$ cat config.mk
export PLATFORM = sky130hd
export DESIGN_NAME = ltc_biphase_edge_decoder_flat
export DESIGN_NICKNAME = d
export VERILOG_FILES = /design/src/rtl/ltcbd_pkg.sv /design/src/rtl/ltcbd_edge_if.sv /design/src/rtl/ltcbd_result_if.sv /design/src/rtl/ltcbd_cfg_if.sv /design/src/rtl/ltcbd_cfg_regs.sv /design/src/rtl/ltcbd_classify.sv /design/src/rtl/ltcbd_frame.sv /design/src/rtl/ltc_biphase_edge_decoder.sv /design/src/flat_wrapper.sv
export SDC_FILE = /design/constraint.sdc
export NUM_CORES = 1
export LEC_CHECK = 0
export ABC_AREA = 0
export CORE_ASPECT_RATIO = 0.8
export CORE_UTILIZATION = 50
export CTS_BUF_LIST = sky130_fd_sc_hd__clkbuf_8
export DETAILED_ROUTE_END_ITERATION = 10
export DONT_BUFFER_PORTS = 1
export PLACE_DENSITY = 0.68
export SYNTH_ARGS = -nofsm -noshare
export SYNTH_HDL_FRONTEND = slang
export SYNTH_SLANG_ARGS = --single-unit
$ cat constraint.sdc
create_clock -name clk -period 6.3 [get_ports clk]
set_clock_uncertainty 0.2 [all_clocks]
set_input_delay 1.26 -clock clk [delete_from_list [all_inputs] [get_ports clk]]
set_output_delay 1.26 -clock clk [all_outputs]
set_load 0.03 [all_outputs]
$ cat src/rtl/ltcbd_pkg.sv
// ============================================================================
// ltcbd_pkg
// Shared types and constants of the biphase-mark timecode edge decoder.
// ============================================================================
`default_nettype none

package ltcbd_pkg;

	// Configuration port geometry.
	localparam int CFG_IDX_W  = 3;
	localparam int CFG_DATA_W = 16;

	// Frame register geometry: ten bytes, byte 0 most significant.
	localparam int FRAME_BYTES = 10;
	localparam int FRAME_BITS  = FRAME_BYTES * 8;

	typedef logic [FRAME_BITS-1:0] frame_t;
	typedef logic [CFG_DATA_W-1:0] cfg_word_t;

	// Configuration register indexes.
	localparam logic [CFG_IDX_W-1:0] REG_SHORT_MIN = 3'd0;
	localparam logic [CFG_IDX_W-1:0] REG_SHORT_MAX = 3'd1;
	localparam logic [CFG_IDX_W-1:0] REG_LONG_MIN  = 3'd2;
	localparam logic [CFG_IDX_W-1:0] REG_LONG_MAX  = 3'd3;
	localparam logic [CFG_IDX_W-1:0] REG_SYNC_WORD = 3'd4;

	// Configuration reset values.
	localparam cfg_word_t SHORT_MIN_RST = 16'd166;
	localparam cfg_word_t SHORT_MAX_RST = 16'd332;
	localparam cfg_word_t LONG_MIN_RST  = 16'd333;
	localparam cfg_word_t LONG_MAX_RST  = 16'd498;
	localparam cfg_word_t SYNC_WORD_RST = 16'hBFFC;

	// Edge classification codes as reported on the result channel.
	typedef enum logic [1:0] {
		CLS_NONE = 2'd0,
		CLS_HALF = 2'd1,
		CLS_ONE  = 2'd2,
		CLS_ZERO = 2'd3
	} edge_class_t;

	// Current configuration as seen by the datapath.
	typedef struct packed {
		cfg_word_t short_min;
		cfg_word_t short_max;
		cfg_word_t long_min;
		cfg_word_t long_max;
		cfg_word_t sync_word;
	} cfg_t;

	// Decision for one edge, handed from the classifier to the frame register.
	typedef struct packed {
		edge_class_t cls;
		logic        shift_en;
		logic        shift_bit;
		logic        half_next;
	} decision_t;

endpackage

`default_nettype wire

$ cat src/rtl/ltcbd_edge_if.sv
// ============================================================================
// ltcbd_edge_if
// Edge timestamp channel: valid/ready handshake carrying one timestamp word.
// ============================================================================
`default_nettype none

interface ltcbd_edge_if #(
	parameter int TIME_WIDTH = 32
);
	logic                  valid;
	logic                  ready;
	logic [TIME_WIDTH-1:0] edge_time;

	modport source (output valid, output edge_time, input ready);
	modport sink   (input valid, input edge_time, output ready);
endinterface

`default_nettype wire

$ cat src/rtl/ltcbd_result_if.sv
// ============================================================================
// ltcbd_result_if
// Result channel: sync flag, edge class and the eight payload bytes.
// ============================================================================
`default_nettype none

interface ltcbd_result_if;
	logic       valid;
	logic       ready;
	logic       sync_found;
	logic [1:0] edge_class;
	logic [7:0] byte_two;
	logic [7:0] byte_three;
	logic [7:0] byte_four;
	logic [7:0] byte_five;
	logic [7:0] byte_six;
	logic [7:0] byte_seven;
	logic [7:0] byte_eight;
	logic [7:0] byte_nine;

	modport source (
		output valid, output sync_found, output edge_class,
		output byte_two, output byte_three, output byte_four, output byte_five,
		output byte_six, output byte_seven, output byte_eight, output byte_nine,
		input ready
	);
	modport sink (
		input valid, input sync_found, input edge_class,
		input byte_two, input byte_three, input byte_four, input byte_five,
		input byte_six, input byte_seven, input byte_eight, input byte_nine,
		output ready
	);
endinterface

`default_nettype wire

$ cat src/rtl/ltcbd_cfg_if.sv
// ============================================================================
// ltcbd_cfg_if
// Configuration write channel: register index and write data.
// ============================================================================
`default_nettype none

interface ltcbd_cfg_if;
	logic                                valid;
	logic                                ready;
	logic [ltcbd_pkg::CFG_IDX_W-1:0]     index;
	logic [ltcbd_pkg::CFG_DATA_W-1:0]    data;

	modport source (output valid, output index, output data, input ready);
	modport sink   (input valid, input index, input data, output ready);
endinterface

`default_nettype wire

$ cat src/rtl/ltcbd_cfg_regs.sv
// ============================================================================
// ltcbd_cfg_regs
// Window and sync word registers, written through the configuration channel.
// ============================================================================
`default_nettype none

module ltcbd_cfg_regs (
	input  wire logic          clk,
	input  wire logic          arst_n,
	ltcbd_cfg_if.sink          cfg,
	output ltcbd_pkg::cfg_t    cfg_q
);

	// Writes are taken whenever offered, so the channel is always ready.
	assign cfg.ready = 1'b1;

	// Register file; writes to an unused index are dropped.
	always_ff @(posedge clk or negedge arst_n) begin
		if (!arst_n) begin
			cfg_q.short_min <= ltcbd_pkg::SHORT_MIN_RST;
			cfg_q.short_max <= ltcbd_pkg::SHORT_MAX_RST;
			cfg_q.long_min  <= ltcbd_pkg::LONG_MIN_RST;
			cfg_q.long_max  <= ltcbd_pkg::LONG_MAX_RST;
			cfg_q.sync_word <= ltcbd_pkg::SYNC_WORD_RST;
		end else if (cfg.valid) begin
			unique case (cfg.index)
				ltcbd_pkg::REG_SHORT_MIN: cfg_q.short_min <= cfg.data;
				ltcbd_pkg::REG_SHORT_MAX: cfg_q.short_max <= cfg.data;
				ltcbd_pkg::REG_LONG_MIN:  cfg_q.long_min  <= cfg.data;
				ltcbd_pkg::REG_LONG_MAX:  cfg_q.long_max  <= cfg.data;
				ltcbd_pkg::REG_SYNC_WORD: cfg_q.sync_word <= cfg.data;
				default: ;
			endcase
		end
	end

endmodule

`default_nettype wire

$ cat src/rtl/ltcbd_classify.sv
// ============================================================================
// ltcbd_classify
// Measures the interval since the previous edge and classifies it against
// the short and long windows.
// ============================================================================
`default_nettype none

module ltcbd_classify #(
	parameter int TIME_WIDTH = 32
) (
	input  wire logic [TIME_WIDTH-1:0] now_time,
	input  wire logic [TIME_WIDTH-1:0] last_time,
	input  wire logic                  half_seen,
	input  wire ltcbd_pkg::cfg_t       cfg_q,
	output ltcbd_pkg::decision_t       decision
);

	logic [TIME_WIDTH-1:0] delta;
	logic                  in_short;
	logic                  in_long;

	// Interval modulo the timer width.
	assign delta = now_time - last_time;

	// Strict window tests; the short window takes priority.
	assign in_short = (delta < TIME_WIDTH'(cfg_q.short_max)) &&
	                  (delta > TIME_WIDTH'(cfg_q.short_min));
	assign in_long  = (delta < TIME_WIDTH'(cfg_q.long_max)) &&
	                  (delta > TIME_WIDTH'(cfg_q.long_min));

	// Decide the class, the bit to shift and the next half-edge flag.
	always_comb begin
		decision.cls       = ltcbd_pkg::CLS_NONE;
		decision.shift_en  = 1'b0;
		decision.shift_bit = 1'b0;
		decision.half_next = half_seen;
		if (in_short) begin
			if (half_seen) begin
				decision.cls       = ltcbd_pkg::CLS_ONE;
				decision.shift_en  = 1'b1;
				decision.shift_bit = 1'b1;
				decision.half_next = 1'b0;
			end else begin
				decision.cls       = ltcbd_pkg::CLS_HALF;
				decision.half_next = 1'b1;
			end
		end else if (in_long) begin
			decision.cls      = ltcbd_pkg::CLS_ZERO;
			decision.shift_en = 1'b1;
		end
	end

endmodule

`default_nettype wire

$ cat src/rtl/ltcbd_frame.sv
// ============================================================================
// ltcbd_frame
// 80-bit frame shift register and half-edge flag.
// ============================================================================
`default_nettype none

module ltcbd_frame (
	input  wire logic                 clk,
	input  wire logic                 arst_n,
	input  wire logic                 advance,
	input  wire ltcbd_pkg::decision_t decision,
	output ltcbd_pkg::frame_t         frame_next,
	output logic                      half_q
);

	ltcbd_pkg::frame_t frame_q;

	// New bits enter at the top of byte 0 and move toward byte 9.
	assign frame_next = decision.shift_en ?
	                    {decision.shift_bit, frame_q[ltcbd_pkg::FRAME_BITS-1:1]} :
	                    frame_q;

	// State moves forward once per edge as it leaves the input stage.
	always_ff @(posedge clk or negedge arst_n) begin
		if (!arst_n) begin
			frame_q <= '0;
			half_q  <= 1'b0;
		end else if (advance) begin
			frame_q <= frame_next;
			half_q  <= decision.half_next;
		end
	end

endmodule

`default_nettype wire

$ cat src/rtl/ltc_biphase_edge_decoder.sv
// Path: an accepted edge word is registered in the input stage; classify, shift
// and sync compare then run as a single pass into the result register.
// Throughput: one edge per cycle while the consumer takes results. While the
// result register waits, the input stage takes one more edge, then holds off.
// Reset: arst_n clears the frame register, half-edge flag, last timestamp and
// pipeline valids, and loads the window and sync word registers with defaults.
// ============================================================================
// ltc_biphase_edge_decoder
// Biphase-mark timecode edge decoder: classifies edge intervals, assembles
// the 80-bit frame and flags the sync word.
// ============================================================================
`default_nettype none

module ltc_biphase_edge_decoder #(
	parameter int TIME_WIDTH = 32
) (
	input  wire logic      clk,
	input  wire logic      arst_n,
	ltcbd_edge_if.sink     edges,
	ltcbd_result_if.source results,
	ltcbd_cfg_if.sink      cfg
);

	ltcbd_pkg::cfg_t       cfg_q;
	ltcbd_pkg::decision_t  decision;
	ltcbd_pkg::frame_t     frame_next;
	logic                  half_q;

	logic                  valid_s1;
	logic [TIME_WIDTH-1:0] time_s1;
	logic [TIME_WIDTH-1:0] last_time_q;
	logic                  advance;
	logic                  res_valid_q;
	logic                  sync_hit;

	// Configuration registers.
	ltcbd_cfg_regs u_cfg (
		.clk    (clk),
		.arst_n (arst_n),
		.cfg    (cfg),
		.cfg_q  (cfg_q)
	);

	// Item moves from the input stage to the result register when the
	// result register is empty or being drained.
	assign advance     = valid_s1 && (!res_valid_q || results.ready);
	assign edges.ready = !valid_s1 || advance;

	// Input stage.
	always_ff @(posedge clk or negedge arst_n) begin
		if (!arst_n) begin
			valid_s1 <= 1'b0;
		end else if (edges.ready) begin
			valid_s1 <= edges.valid;
		end
	end

	always_ff @(posedge clk) begin
		if (edges.valid && edges.ready) begin
			time_s1 <= edges.edge_time;
		end
	end

	// Timestamp of the previous edge; the first edge is measured from zero.
	always_ff @(posedge clk or negedge arst_n) begin
		if (!arst_n) begin
			last_time_q <= '0;
		end else if (advance) begin
			last_time_q <= time_s1;
		end
	end

	// Interval classification.
	ltcbd_classify #(
		.TIME_WIDTH (TIME_WIDTH)
	) u_classify (
		.now_time  (time_s1),
		.last_time (last_time_q),
		.half_seen (half_q),
		.cfg_q     (cfg_q),
		.decision  (decision)
	);

	// Frame shift register and half-edge flag.
	ltcbd_frame u_frame (
		.clk        (clk),
		.arst_n     (arst_n),
		.advance    (advance),
		.decision   (decision),
		.frame_next (frame_next),
		.half_q     (half_q)
	);

	// Sync word sits in bytes 0 and 1 of the updated frame.
	assign sync_hit = (frame_next[ltcbd_pkg::FRAME_BITS-1 -: 16] == cfg_q.sync_word);

	// Result register valid.
	always_ff @(posedge clk or negedge arst_n) begin
		if (!arst_n) begin
			res_valid_q <= 1'b0;
		end else if (advance) begin
			res_valid_q <= 1'b1;
		end else if (results.ready) begin
			res_valid_q <= 1'b0;
		end
	end

	// Result payload.
	always_ff @(posedge clk) begin
		if (advance) begin
			results.sync_found <= sync_hit;
			results.edge_class <= decision.cls;
			results.byte_two   <= frame_next[63:56];
			results.byte_three <= frame_next[55:48];
			results.byte_four  <= frame_next[47:40];
			results.byte_five  <= frame_next[39:32];
			results.byte_six   <= frame_next[31:24];
			results.byte_seven <= frame_next[23:16];
			results.byte_eight <= frame_next[15:8];
			results.byte_nine  <= frame_next[7:0];
		end
	end

	assign results.valid = res_valid_q;

endmodule

`default_nettype wire

$ cat src/flat_wrapper.sv
// flat-port wrapper written by rule: the top's interface ports become plain ports
module ltc_biphase_edge_decoder_flat 
#(
	parameter int TIME_WIDTH = 32
)
  (clk, arst_n, edges_valid, edges_edge_time, edges_ready, results_valid, results_sync_found, results_edge_class, results_byte_two, results_byte_three, results_byte_four, results_byte_five, results_byte_six, results_byte_seven, results_byte_eight, results_byte_nine, results_ready, cfg_valid, cfg_index, cfg_data, cfg_ready);
  ltcbd_edge_if #(.TIME_WIDTH(TIME_WIDTH)) edges_i ();
  ltcbd_result_if results_i ();
  ltcbd_cfg_if cfg_i ();
  input  wire logic clk;
  input  wire logic arst_n;
  input wire logic [$bits(edges_i.valid)-1:0] edges_valid;
  input wire logic [$bits(edges_i.edge_time)-1:0] edges_edge_time;
  output wire logic [$bits(edges_i.ready)-1:0] edges_ready;
  output wire logic [$bits(results_i.valid)-1:0] results_valid;
  output wire logic [$bits(results_i.sync_found)-1:0] results_sync_found;
  output wire logic [$bits(results_i.edge_class)-1:0] results_edge_class;
  output wire logic [$bits(results_i.byte_two)-1:0] results_byte_two;
  output wire logic [$bits(results_i.byte_three)-1:0] results_byte_three;
  output wire logic [$bits(results_i.byte_four)-1:0] results_byte_four;
  output wire logic [$bits(results_i.byte_five)-1:0] results_byte_five;
  output wire logic [$bits(results_i.byte_six)-1:0] results_byte_six;
  output wire logic [$bits(results_i.byte_seven)-1:0] results_byte_seven;
  output wire logic [$bits(results_i.byte_eight)-1:0] results_byte_eight;
  output wire logic [$bits(results_i.byte_nine)-1:0] results_byte_nine;
  input wire logic [$bits(results_i.ready)-1:0] results_ready;
  input wire logic [$bits(cfg_i.valid)-1:0] cfg_valid;
  input wire logic [$bits(cfg_i.index)-1:0] cfg_index;
  input wire logic [$bits(cfg_i.data)-1:0] cfg_data;
  output wire logic [$bits(cfg_i.ready)-1:0] cfg_ready;
  assign edges_i.valid = edges_valid;
  assign edges_i.edge_time = edges_edge_time;
  assign edges_ready = edges_i.ready;
  assign results_valid = results_i.valid;
  assign results_sync_found = results_i.sync_found;
  assign results_edge_class = results_i.edge_class;
  assign results_byte_two = results_i.byte_two;
  assign results_byte_three = results_i.byte_three;
  assign results_byte_four = results_i.byte_four;
  assign results_byte_five = results_i.byte_five;
  assign results_byte_six = results_i.byte_six;
  assign results_byte_seven = results_i.byte_seven;
  assign results_byte_eight = results_i.byte_eight;
  assign results_byte_nine = results_i.byte_nine;
  assign results_i.ready = results_ready;
  assign cfg_i.valid = cfg_valid;
  assign cfg_i.index = cfg_index;
  assign cfg_i.data = cfg_data;
  assign cfg_ready = cfg_i.ready;
  ltc_biphase_edge_decoder #(.TIME_WIDTH(TIME_WIDTH)) u_core (.clk(clk), .arst_n(arst_n), .edges(edges_i), .results(results_i), .cfg(cfg_i));
endmodule
; After elaboration in Yosys (flattened, before gate mapping)
; Index checks and enable logic that the tools add are counted.
[word_totals]
reg_bits = 294
elab_cells = 56
[classes]
order_cmp = 4
n_reduce_logical = 16
muxes = 9
add_sub_neg = 1
n_eq_ne = 5
[op_table]
columns = operator, n
row1 = $mux 80, 1
row2 = $gt 32x16->1, 2
row3 = $lt 32x16->1, 2
row4 = $sub 32x32->32, 1
row5 = $eq 16x16->1, 1
row6 = $reduce_and 2->1, 6
row7 = $eq 3x2->1 const B, 2
row8 = $mux 2, 3
row9 = $mux 3, 2
row10 = $logic_and 1x1->1, 4
row11 = $eq 3x1->1 const B, 1
row12 = $eq 3x3->1 const B, 1
row13 = $logic_not 3->1, 1
row14 = $mux 1, 3
row15 = $logic_not 1->1, 2
row16 = $logic_or 1x1->1, 2
row17 = $reduce_bool 2->1, 1

; Logic depth before layout (Yosys ltp)
; Gate-level depths: netlist (run 1).
[logic_depth]
word_depth = 7
mapped_depth = 25
ltp_nobuf = 23

; Modules after synthesis
; From an unflattened synthesis (run 1), not the netlist that was laid out.
[unflattened]
hier_cells = 1171
hier_area_um2 = 15733.8
[modules_own_cells]
columns = module, seq_area_each_um2, cells_each, area_each_um2, n_inst
row1 = ltc_biphase_edge_decoder, 3823.7, 196, 4553.1, 1
row2 = ltcbd_frame, 2026.9, 260, 4367.9, 1
row3 = ltcbd_classify, 0.0, 540, 3711.1, 1
row4 = ltcbd_cfg_regs, 2042.0, 175, 3101.7, 1

; Worst setup path after synthesis (run 1)
; No wires, ideal clock.
[synth_timing]
path_kind = flip-flop to flip-flop
from = register u_core.last_time_q[1]
to = register u_core.results.sync_found (data pin)
path_slack_ns = 1.211
t_arrival_ns = 4.719
path_stages_with_launch = 25
required_ns = 5.930
setup_ns = 0.170
cell_sequence = dfrtp_1 -> inv_1 -> ha_1 -> nor2b_1 -> o2111ai_1 -> a31o_1 -> nand2b_1 -> a21o_1 -> a21o_1 -> a21oi_1 -> xnor2_1 -> ha_1 -> a21o_1 -> a21o_1 -> a221oi_1 -> o21ai_0 -> o211ai_1 -> mux2i_1 -> nor2_1 -> nand4_1 -> buf_2 -> mux2i_1 -> o22ai_1 -> a221o_1 -> nor4_2
[synth_between]
elab_chain_len = 7
word_cells_on_any_way = 12
[synth_lines]
columns = item, line_no
row1 = "start, declared", ltc_biphase_edge_decoder.sv:31  ; logic [TIME_WIDTH-1:0] last_time_q;
row2 = "start signal, assigned", ltc_biphase_edge_decoder.sv:69  ; last_time_q <= time_s1;
row3 = $sub 32x32->32 *, ltcbd_classify.sv:23  ; assign delta = now_time - last_time;
row4 = $lt 32x16->1 / $gt 32x16->1 (equally long branches), "ltcbd_classify.sv:28, ltcbd_classify.sv:29"
row5 = $logic_and 1x1->1, ltcbd_classify.sv:28  ; assign in_long = (delta < TIME_WIDTH'(cfg_q.long_max)) &&
row6 = $mux 3, ltcbd_classify.sv:47  ; end else if (in_long) begin
row7 = $mux 3, ltcbd_classify.sv:37  ; if (in_short) begin
row8 = $mux 80 *, ltcbd_frame.sv:19  ; assign frame_next = decision.shift_en ?
row9 = $eq 16x16->1 *, ltc_biphase_edge_decoder.sv:95  ; assign sync_hit = (frame_next[ltcbd_pkg::FRAME_BITS-1 -: 16] == cfg_q.sync_word);
row10 = named net u_core.sync_hit, ltc_biphase_edge_decoder.sv:34  ; logic sync_hit;
row11 = "end signal, assigned", ltc_biphase_edge_decoder.sv:111  ; results.sync_found <= sync_hit;
row12 = "end, declared", ltcbd_result_if.sv:22  ; output valid, output sync_found, output edge_class,
; Mark *: on every way through the listed nets, which the timed path passes. The rest lies on a longest branch.
; A chain may end at the register's enable or synchronous reset.

; Worst setup path after layout (run 1)
; Ends and elaborated chain as after synthesis.

==> results by group, run 1 <==
Critical path
  • Worst-path fanout max: 13
  • Launch point of the worst reg-to-reg path: u_core.last_time_q[1]
  • FF-to-FF setup slack: ~330 ps
  • Worst R2R End: u_core.results.sync_found
  • Buf/Inv on CP: 2
  • R2r worst-path depth: 23
  • Worst Setup Path Type: reg2reg
  • CP startpoint kind: flop
  • Setup crit end kind: flop
  • Slowest-stage cell, CP: or3b_1
  • Critical Path AT: 6160 ps
  • Cell breakdown of the critical path: inv_1 -> ha_1 -> nor2b_1 -> o2111ai_1 -> a31o_1 -> o211ai_1 -> nand2_1 -> o21ai_0 -> xor2_2 -> ha_1 -> nand4_1 -> or3b_1 -> nor3_1 -> a2111oi_0 -> o211ai_1 -> mux2i_1 -> nor2_1 -> nand4_1 -> buf_4 -> mux2i_1 -> xor2_1 -> o311ai_0 -> nor4_2
  • Largest stage delay, worst path: around 430 ps
  • Worst EP required: about 6500 ps
  • CP top delay family: simple AND/OR/NAND/NOR gates

Timing
  • Final TNS setup: 0 ps
  • Slew Limit Fails: 0
  • Max_slew headroom: a little under a third
  • Final setup violation count: 0
  • Max Fclk: 168 MHz
  • RSZ-0062 raised after global routing: no
  • Period utilization: 94.7%
  • Final Hold Fails: 0
  • Tightest Pin Transition: 1040 ps
  • Fin crit period: a little under 6000 ps

Yosys
  • Synth top area share: 26.8%
  • Top_reg_cell synth: dfrtp_1
  • Fraction of registers with async set or reset after synthesis: about two thirds
  • #FFs+latches synth: 294
  • Post-synth design cell area: ~15,000 µm²
  • Mean Syn Cell Area: 10.4 µm²
  • Area contributors post-synth: dfrtp_1, edfxtp_1, nand2_1
  • Yosys Warn Count: 0
  • EDFF count, synth: 99
  • Synth area leader: dfrtp_1
  • Sequential share of the synthesized area: between 50% and 60%
  • Post-Syn Nets: 1,617
  • Synth Instances: 1,467
  • Netlist cell types: 82

Die
  • Floorplan row count: 56
  • Die area: about 31,000 µm²
  • Die width: 197 µm
  • Area of the core: 29,600 µm²
  • Starting Density: approximately half
  • Die height: 158 µm
  • I/O Pins: 126

Global routing
  • Total gr overflow: 0
  • Global-route wire length before repair: about 53,000 µm
  • Largest net degree at the start of global routing: 196
  • Vias in the first global route: about 9,900
  • Initial antenna violation count: 1
  • GRT Total Usage: 21.6%

Clock tree
  • CTS Buffer Depth: 3
  • CTS tree: done
  • CTS root buffer: clkbuf_8
  • CTS H-Tree Depth: 2
  • Clock sink count: 294
  • Reg clk slew, reported paths: 70 ps
  • Clk_lat worst skew: 600 ps
  • CTS buffer count: 48
  • Post-CTS Setup Inserts: 0

Cells and area
  • Reg area: around 8000 µm²
  • Area of the multi-input gates: 6650 µm²
  • Share of layout cells above drive strength 1: 17.2%
  • Nets@finish: 1,631
  • Synthesis-to-layout area growth: 9.86%
  • ANT cells: 0
  • Layout Utilization: 56.5%
  • # fillers: between 2,000 and 3,000

Pwr
  • Pwr dens: 341 nW/µm²
  • Max VDD drop: roughly 0.22 mV
  • Static Leak: 7.61 nW

Worst hold path
  • Worst min-delay path category: in2async

Route
  • WL final: ~33,000 µm
  • DR vias: 10,341
  • Detailed Route Iter0 Violations: 790
  • DR vias/cell: 5.37
  • DRT antenna net count: 0
  • WL per Instance: 17.2 µm
  • Number of remaining DRC errors: 0
  • Drt first pass iters: 5

Flow run
  • Max cap viols: 0

Outcome
  • Status: finished, final reports clean

Place
  • Final HPWL DP: 23,200 µm
  • Final GP Congestion: 0.888
  • IO buf count: 0
[cells in the mapped netlist, types with 4 or more instances]
| cell | instances |
|---|---|
| a211oi_1 | 6 |
| a21o_1 | 11 |
| a21oi_1 | 49 |
| a21oi_2 | 9 |
| buf_1 | 5 |
| buf_2 | 17 |
| clkbuf_1 | 29 |
| dfrtp_1 | 163 |
| dfstp_2 | 32 |
| edfxtp_1 | 99 |
| ha_1 | 93 |
| inv_1 | 115 |
| mux2_2 | 104 |
| mux2i_1 | 14 |
| nand2_1 | 330 |
| nand2b_1 | 9 |
| nand3_1 | 11 |
| nand4_1 | 20 |
| nor2_1 | 36 |
| nor2b_1 | 9 |
| nor3_1 | 23 |
| nor4_1 | 6 |
| o211ai_1 | 7 |
| o21a_1 | 14 |
| o21ai_0 | 118 |
| o21ai_1 | 5 |
| o21bai_1 | 4 |
| o221ai_1 | 5 |
| o22ai_1 | 6 |
| o31ai_1 | 4 |
| xnor2_1 | 24 |
| xor2_1 | 9 |
[stage by stage]
| stage | instance area (µm²) | worst slack (ps) | cells | hold slack [ps] | total power [mW] |
|---|---|---|---|---|---|
| finish | 16700 | 332 | 1927 | 155 | 5.69 |
| global placement | 15600 | 177 | 1837 | 255 | 3.86 |
| floorplan | 15200 | 1210 | 1467 | 240 | 3.47 |
| CTS | 16700 | 107 | 1927 | 109 | 5.74 |
| global route | 16700 | 18.9 | 1927 | 117 | 6.04 |
| detailed placement | 15600 | 138 | 1837 | 266 | 3.89 |
[power by group]
group	switching (mW)	leakage (nW)	internal, mW
logic	0.918	3.60	0.628
clock network	0.807	0.604	1.00
registers	0.138	3.40	2.20
[cells in the final DEF (no fill, tap or decap), types with 36 or more instances in the layout]
cell / Yosys / routed
o21ai_0: 118 / 118
clkbuf_8: 0 / 57
nor2_1: 36 / 36
a21oi_1: 49 / 48
inv_1: 115 / 130
ha_1: 93 / 93
nand2_1: 330 / 329
edfxtp_1: 99 / 99
mux2_2: 104 / 104
dfrtp_1: 163 / 163
[per-layer routing]
metal | GRT usage [%] | up-vias | share of wire (%)
met5 | 0 | - | 0.036
met4 | 6.39 | 2 | 1.8
met3 | 4.56 | 49 | 5.0
met2 | 32.2 | 214 | 43
met1 | 31.6 | 4937 | 50
li1 | - | 5139 | -
[registers in the layout (all words and copies together) (netlist names), 8 cells and up]
| name | cells |
|---|---|
| u_core.u_cfg.cfg_q | 80 |
| u_core.u_frame.frame_q | 80 |
| u_core.last_time_q | 32 |
| u_core.time_s1 | 32 |
| u_core.results.byte_eight | 8 |
| u_core.results.byte_five | 8 |
| u_core.results.byte_four | 8 |
| u_core.results.byte_nine | 8 |
| u_core.results.byte_seven | 8 |
| u_core.results.byte_six | 8 |
| u_core.results.byte_three | 8 |
| u_core.results.byte_two | 8 |
[kinds of logic after synthesis]
logic type	after synthesis	synth area share [%]
compound gates	275	11.2
xor+xnor	33	1.90
fa+ha+maj	94	7.79
buf+inv	171	4.51
flops	294	51.9
mux	119	8.72
other cells	1	0.0247
simple gates	480	14.0
[worst max path at each step]
stage | start | cells after the start | end
finish | u_core.last_time_q[1] | 23 | u_core.results.sync_found
global route | u_core.time_s1[4] | 21 | u_core.results.sync_found
CTS | u_core.last_time_q[1] | 21 | u_core.results.byte_eight[3]
detailed placement | u_core.time_s1[4] | 21 | u_core.u_frame.frame_q[53]
global placement | u_core.last_time_q[1] | 21 | u_core.results.byte_six[0]
floorplan | u_core.last_time_q[1] | 24 | u_core.results.sync_found
[timing repair]
action,in CTS,in global routing
hold endpoints to repair,0,0
endpoints found under the setup margin,0,127
hold buffers,0,0
gates resized for setup,0,3
[layout make-up]
| class | count | share of cell area, % |
|---|---|---|
| clock buffers | 57 | 4.70 |
| clock inverters | 33 | 1.69 |
| inverters | 116 | 2.64 |
| multi-input cells | 1002 | 39.8 |
| flip-flops and latches | 294 | 47.3 |
| well taps | 406 | 3.04 |
| repair buffers | 19 | 0.877 |
Note: power is estimated with default switching activity, not from simulation.
==> inputs of run 2 (changes only) <==
--- a/config.mk
+++ b/config.mk
@@ -6,7 +6,7 @@
 export NUM_CORES = 1
 export LEC_CHECK = 0
 export ABC_AREA = 0
-export CORE_ASPECT_RATIO = 0.8
+export CORE_MARGIN = 2
 export CORE_UTILIZATION = 50
 export CTS_BUF_LIST = sky130_fd_sc_hd__clkbuf_8
 export DETAILED_ROUTE_END_ITERATION = 10
==> results by group, run 2 (synthesized netlist as in run 1, its figures left out) <==
Place
  • Pre-CTS WS: 152 ps (was 138 ps)
  • Final HPWL DP: 22,200 µm (was 23,200 µm)
  • Final GP Congestion: 0.882 (was 0.888)
  • IO buf count: 0 (unchanged)

Global routing
  • Initial antenna violation count: 4 (was 1)
  • GRT Total Usage: 20.4% (was 21.6%)
  • Vias in the first global route: 10,171 (was 9,922)
  • Largest net degree at the start of global routing: 196 (unchanged)
  • Global-route wire length before repair: 52,400 µm (was 53,200 µm)
  • Total gr overflow: 0 (unchanged)

Cells and area
  • Area of the multi-input gates: 6650 µm² (about the same)
  • Share of layout cells above drive strength 1: 16.4% (was 17.2%)
  • Reg area: 7890 µm² (unchanged)
  • Commonest non-fill, non-tap cell in the layout: nand2_1 (unchanged)
  • # fillers: 2,566 (was 2,563)
  • Nets@finish: 1,631 (unchanged)
  • Regs by FF count: u_core.u_cfg.cfg_q x80, u_core.u_frame.frame_q x80 (unchanged)
  • Synthesis-to-layout area growth: 9.04% (was 9.86%)
  • Most frequent cells in the layout: nand2_1, dfrtp_1, inv_1, o21ai_0, mux2_2 (unchanged)

Timing
  • Final Hold Fails: 0 (unchanged)
  • Fin crit period: 5850 ps (was 5970 ps)
  • Slew Limit Fails: 0 (unchanged)
  • Period utilization: 92.9% (was 94.7%)
  • Max_slew headroom: 33.0% (was 30.7%)
  • Max Fclk: 171 MHz (was 168 MHz)
  • Final TNS setup: 0 ps (unchanged)
  • Tightest Pin Transition: 1000 ps (was 1040 ps)
  • RSZ-0062 raised after global routing: no (unchanged)
  • Final setup violation count: 0 (unchanged)
  • Final WS setup: 447 ps (was 332 ps)

Critical path
  • Worst Setup SP: u_core.last_time_q[1] (unchanged)
  • Worst EP required: 6500 ps (was 6490 ps)
  • R2r worst-path depth: 21 (was 23)
  • Worst-path fanout max: 49 (was 13)
  • CP startpoint kind: flop (unchanged)
  • Critical Path AT: 6060 ps (was 6160 ps)
  • Launch point of the worst reg-to-reg path: u_core.last_time_q[1] (unchanged)
  • Worst Setup Path Type: reg2reg (unchanged)
  • Worst R2R End: u_core.results.sync_found (unchanged)
  • FF-to-FF setup slack: 450 ps (was 330 ps)
  • Setup crit end kind: flop (unchanged)

Pwr
  • Max VDD drop: 0.161 mV (was 0.219 mV)
  • Pwr dens: 331 nW/µm² (was 341 nW/µm²)
  • Tot Pwr: 5.49 mW (was 5.69 mW)
  • Static Leak: 7.57 nW (was 7.61 nW)

Die
  • Starting Density: 51.0% (was 51.4%)
  • Die width: 178 µm (was 197 µm)
  • Die area: 31,800 µm² (was 31,100 µm²)
  • Floorplan row count: 63 (was 56)
  • I/O Pins: 126 (unchanged)
  • Area of the core: 29,800 µm² (was 29,600 µm²)
  • Die height: 178 µm (was 158 µm)

Route
  • Detailed Route Iter0 Violations: 645 (was 790)
  • Number of remaining DRC errors: 0 (unchanged)
  • WL final: 31,800 µm (was 33,100 µm)
  • DRT antenna net count: 0 (unchanged)
  • Drt first pass iters: 5 (unchanged)
  • DR vias/cell: 5.44 (was 5.37)
  • WL per Instance: 16.6 µm (was 17.2 µm)
  • DR vias: 10,416 (was 10,341)

Clock tree
  • CTS root buffer: clkbuf_8 (unchanged)
  • CTS Buffer Depth: 3 (unchanged)
  • Clock sink count: 294 (unchanged)
  • Reg clk slew, reported paths: 60 ps (was 70 ps)
  • CTS tree: done (unchanged)
  • Clk_lat worst skew: 600 ps (about the same)
  • CTS H-Tree Depth: 2 (unchanged)
  • CTS buffer count: 51 (was 48)
  • Hold Buf Count CTS: 0 (unchanged)

Worst hold path
  • Worst min-delay path category: in2async (unchanged)

Flow run
  • Max cap viols: 0 (unchanged)

Outcome
  • Status: finished, final reports clean (unchanged)
==> run 2: what timing repair did <==
action / 4_1_cts / 5_1_grt
setup buffers: 0 / 3
endpoints found under the setup margin: 0 / 66
resized for setup: 0 / 5
==> run 2: worst max path at each step <==
stage | endpoint | cells past startpoint | slack [ps]
final | u_core.results.sync_found | 21 | 450
after global routing | u_core.results.sync_found | 24 | 10
after CTS | u_core.results.sync_found | 22 | 130
after detailed placement | u_core.results.byte_four[4] | 21 | 150
after global placement | u_core.results.byte_two[1] | 21 | 440
after floorplan | u_core.results.sync_found | 24 | 1210
==> run 2: power breakdown <==
group	total (mW)	switching, mW	internal (mW)
Sequential	2.34	0.138	2.20
Clock	1.62	0.782	0.842
Combinational	1.53	0.900	0.630
Total	5.49	1.82	3.67
==> run 2: area by class of cell <==
cell class	instances	share of cell area (%)
inverters	116	2.66
flip-flops and latches	294	47.6
multi-input cells	1002	40.1
diodes	2	0.0302
well taps	390	2.94
clock inverters	39	1.31
clock buffers	54	4.48
repair buffers	16	0.830
==> run 2: per-stage QoR <==
step	utilization, %	instances	area (µm²)	hold slack (ps)
after floorplan	-	1467	15200	240
after global placement	52.2	1815	15600	252
final	55.6	1913	16600	175
after detailed placement	52.2	1815	15600	262
after CTS	55.5	1908	16500	129
after global routing	55.6	1912	16600	129
==> run 2: layer usage <==
metal / track usage [%] / up-vias / part of all wire [%]
li1: - / 5144 / -
met1: 28.4 / 4972 / 47
met2: 32.7 / 248 / 46
met3: 3.69 / 48 / 5.0
met4: 5.89 / 4 / 1.8
met5: 0 / - / 0.085
==> run 2: critical path: stages, from the launching register on <==
cell and delay, ps:
dfrtp_1 370, inv_1 70, ha_1 290, nor2b_1 200, o2111ai_1 160, a31o_1 290, o211ai_1 300, nand2_1 140
xnor2_1 500, ha_1 360, a21o_1 160, a21o_1 180, a2111oi_1 420, o211ai_1 160, buf_4 180, mux2i_1 260
nor2_1 70, nand4_1 130, clkbuf_16 290, mux2_2 370, a221o_1 300, nor4_2 230
